[src/design/mtps_ram.sv]
module mtps_ram #(
    parameter int WIDTH = 16,
    parameter int DEPTH = 128
) (
    input  logic                     clk,
    input  logic                     we,
    input  logic [$clog2(DEPTH)-1:0] waddr,
    input  logic [WIDTH-1:0]         wdata,
    input  logic [$clog2(DEPTH)-1:0] raddr,
    output logic [WIDTH-1:0]         rdata
);

    logic [WIDTH-1:0] mem [DEPTH];

    always_ff @(posedge clk)
    begin
        if (we)
        begin
            mem[waddr] <= wdata;
        end
        rdata <= mem[raddr];
    end

endmodule

[config.mk]
export PLATFORM = sky130hd
export DESIGN_NAME = mtps_ram
export DESIGN_NICKNAME = d
export VERILOG_FILES = /design/src/design/mtps_ram.sv
export SDC_FILE = /design/constraint.sdc
export NUM_CORES = 2
export LEC_CHECK = 0
export BUFFER_PORTS_ARGS = -buffer_cell sky130_fd_sc_hd__buf_2
export CORE_MARGIN = 2
export CORE_UTILIZATION = 50
export DETAILED_ROUTE_END_ITERATION = 8
export GPL_TIMING_DRIVEN = 1
export PLACE_DENSITY = 0.64
export SYNTH_ARGS = -nofsm -noshare
export SYNTH_HDL_FRONTEND = slang
export SYNTH_SLANG_ARGS = --single-unit
[constraint.sdc]
create_clock -name clk -period 3.3 [get_ports clk]
set_clock_uncertainty 0.15 [all_clocks]
set_input_delay 0.33 -clock clk [delete_from_list [all_inputs] [get_ports clk]]
set_output_delay 0.33 -clock clk [all_outputs]
set_load 0.1 [all_outputs]
==> flow_results.org <==
** Outcome
- The flow ran to the end, and the final reports show no timing, DRC or antenna violations.

** Timing
- Setup violations remaining at the end of the flow were counted as 0.
- The count of pins over their slew limit came to 0.
- The final hold violation count is 0.
- At the pin with the least slew margin, the transition time is between 1000 and 1500 ps.
- Final hold analysis gives a worst-case slack of about 23 ps.
- Final clock period utilization by the worst path :: 82.0%
- In this run the tightest slew margin relative to its limit is between 15 and 20%.
- Setup repair after global routing left no endpoint under its margin.
- Final worst path period need :: 2710 ps
- For this run, the top clock speed supported by timing is 370 MHz.

** Clock tree
- In this run the deepest clock path goes through 3 buffers.
- Depth of the CTS H-tree :: 4
- CTS tree :: done
- After clock tree synthesis, the clock-pin slew on the worst setup and hold paths is 60 ps.
- Once the clock tree was built, the setup fixing pass inserted 0 buffers.
- The tree is rooted in a clkbuf_16.
- CTS saw 2,064 sinks.
- Clock latency on the worst-skew pair, taken at its later pin, is 850 ps.
- TritonCTS created 201 clock buffers.

** Pwr
- Power per standard cell area :: 602 mW/mm^2
- Summed over all cells, the static leakage comes to 0.0281 uW.
- Peak ir drop on the vdd network :: 0.546 mV

** Placement
- Routability Congestion :: just over 0.8
- Placed cell areas :: 0.0837 mm^2
- Buffers placed on the I/O ports in this run total 47.
- Final HPWL DP :: ~110,000 um

** Drt
- The first TritonRoute pass finished after 5 iterations.
- The routed design has 190,000 um of wire.
- Routed wirelength normalized by instance count :: about 33 um
- In this run, the number of DRC markers left after iteration 0 of detailed routing was 4,732.
- Post-detailed-route via-to-cell ratio :: around 6.3
- For this run, design rule violations remaining after detail routing come to 0.
- Vias after detailed routing :: 36,000
- ANT nets after route :: 0

** Logic synthesis
- By area the synthesized netlist is led by edfxtp_1 (78%), mux4_2 (19%), nor2_1 (0.58%).
- Mapped Avg Cell Area :: roughly 25 um^2
- Summed over its instances, the top area cell type makes up between 70% and 80% of the synthesized netlist area.
- The cell area that synthesis handed to floorplanning was a little under 0.08 mm^2.
- After technology mapping, the gate count stands at 3,086.
- Biggest area consumer among synthesized cells :: edfxtp_1
- Distinct cell type count of the synthesized netlist :: 17
- Warnings from Yosys :: 0
- Summing the sequential cell areas from Yosys gives 78.7% of the chip area.
- Yosys reg bits :: approximately 2,100
- Counting every net in the synthesized netlist gives slightly above 3,000.

** Setup path
- Of all nets on the critical path, the largest fanout is 2.
- Required time reported for the critical path endpoint :: 3870 ps
- The worst setup path is of the reg -> reg kind.
- STA classifies the critical path startpoint as a flip-flop.
- Data on the critical path arrives at its endpoint at 3280 ps.
- The worst register-to-register path has a setup slack of 590 ps.
- The worst setup path is captured at a flip-flop.

** Global routing
- The first global-routing pass estimated 271,000 um of wire.
- Global routing's busiest layer :: met2
- Global-route total usage across every layer :: 24.0%
- The via count of the first global-routing pass was around 37,000.
- Global routing consumed, on the met2 layer, 37.9% of the routing resources.
- Entering global routing, the biggest net connects between 100 and 150 pins.
- Global routing consumed, on the met1 layer, between 30% and 40% of the routing resources.
- Met3 Use GR :: approximately 4.8%
- The number of antenna violations at the first check in global routing was 27.
- For this run the aggregate overflow at the end of global routing stands at 0.

** Finish
- Summed area of non-filler cells in the final layout :: 0.0903 mm^2
- Relative to the synthesized area, the layout overhead comes to 14.9%.
- For this run, the post-layout net count is about 3,500.
- Measured on the finished design, the core utilization comes to 57.8%.
- Of the cells placed in the final design, the portion with a size suffix greater than 1 is a little over a third.

** Job
- Across the run, the number of max-cap violations was 0.

** Die
- In this run the standard cell core region covers 0.156 mm^2.
- Die W :: 400 um
- Once the floorplan was initialized, standard cells occupied 50.3% of the core.
- After floorplanning, the core was divided into about 150 placement rows.
- I/O pins :: 48
- Die height :: 400 um
- Die outline area :: 0.160 mm^2

** Min path
- Class of the most critical hold timing path :: in -> reg
==> layer usage <==
metal | wire [um] | part of all wire (%)
met3 | 18000 | 9.5
met1 | 76000 | 40
met5 | 42 | 0.022
met4 | 3780 | 2.0
met2 | 92200 | 49
==> cell families (layout without fill, tap and decap cells) <==
family | count (synthesis) | count (layout) | share of synthesized area [%]
buf+inv | 164 | 721 | 0.881
flops | 2064 | 2064 | 78.7
mux | 688 | 688 | 19.5
other cells | 0 | 8 | 0
simple gates | 170 | 170 | 0.888
==> Yosys cell counts <==
cell	instances
buf_1	28
edfxtp_1	2048
nand3_1	12
nor3_1	9
nand4_1	3
nand2_1	14
clkbuf_1	82
or3_1	1
dfxtp_1	16
buf_6	1
mux2_2	16
mux4_2	672
nor2b_1	7
buf_4	1
nor2_1	122
buf_2	52
nand2b_1	2
==> per-stage QoR <==
step | setup slack [ps] | setup TNS (ps) | std cells | power [uW]
2_1_floorplan | 325 | 0 | 3086 | 31200
3_3_place_gp | -123 | -331 | 5318 | 32600
3_5_place_dp | -120 | -361 | 5318 | 32700
4_1_cts | 614 | 0 | 5701 | 54700
5_1_grt | 576 | 0 | 5703 | 55800
6_report | 594 | 0 | 5709 | 54300
==> critical path: stages (launching register included) <==
cell and delay, ps:
edfxtp_1 370, mux4_2 460, mux4_2 620, mux4_2 650
mux2_2 320
==> state kept, by name (all words and copies together), names as in the netlist <==
register  cells
mem        2048
rdata        16
==> placed cells by master (no fill, tap or decap) <==
cell type,Yosys,routed
nor2_2,0,1
buf_6,1,1
nand2b_1,2,2
buf_4,1,245
clkbuf_1,82,63
dfxtp_1,16,16
clkinv_2,0,28
inv_6,0,4
inv_16,0,3
mux2_2,16,16
clkinvlp_4,0,3
mux4_2,672,672
clkbuf_8,0,1
nor2_1,122,121
dlygate4sd3_1,0,12
buf_12,0,62
clkinv_8,0,3
nand4_1,3,3
clkinv_4,0,1
buf_2,52,27
or3_1,1,1
clkinv_1,0,43
nor3_2,0,9
buf_8,0,3
clkbuf_16,0,201
nor2b_1,7,7
nand2_1,14,14
bufinv_16,0,16
nand3_1,12,12
diode_2,0,8
edfxtp_1,2048,2048
clkinv_16,0,5
==> cell type report <==
class | count | area (um^2)
sequential | 2064 | 61800
clock buffer | 265 | 5280
clock inverter | 106 | 1110
timing repair buffer | 350 | 3390
antenna | 8 | 20.0
tap | 2058 | 2570
fill | 10900 | 65800
multi-input combinational | 858 | 16100
==> timing repair <==
| action | in CTS | in global routing |
|---|---|---|
| resized for setup | 0 | 0 |
| hold buffers | 12 | 0 |
| endpoints found under the hold margin | 520 | 0 |
==> path summary, 6_finish.rpt <==
path                          start                    to  cells after the start
min reg2reg   mem[108][2]$_DFFE_PP_      rdata[2]$_DFF_P_                      4
min                        wdata[3]  mem[17][3]$_DFFE_PP_                      1
max reg2reg  mem[119][15]$_DFFE_PP_     rdata[15]$_DFF_P_                      4
max          mem[119][15]$_DFFE_PP_     rdata[15]$_DFF_P_                      4
==> power breakdown <==
group | total (uW) | switching, uW | internal, uW
combinational | 3070 | 1870 | 1200
clock | 22200 | 9640 | 12600
sequential | 29000 | 93.1 | 29000
Power figures use the tool's default switching activity.
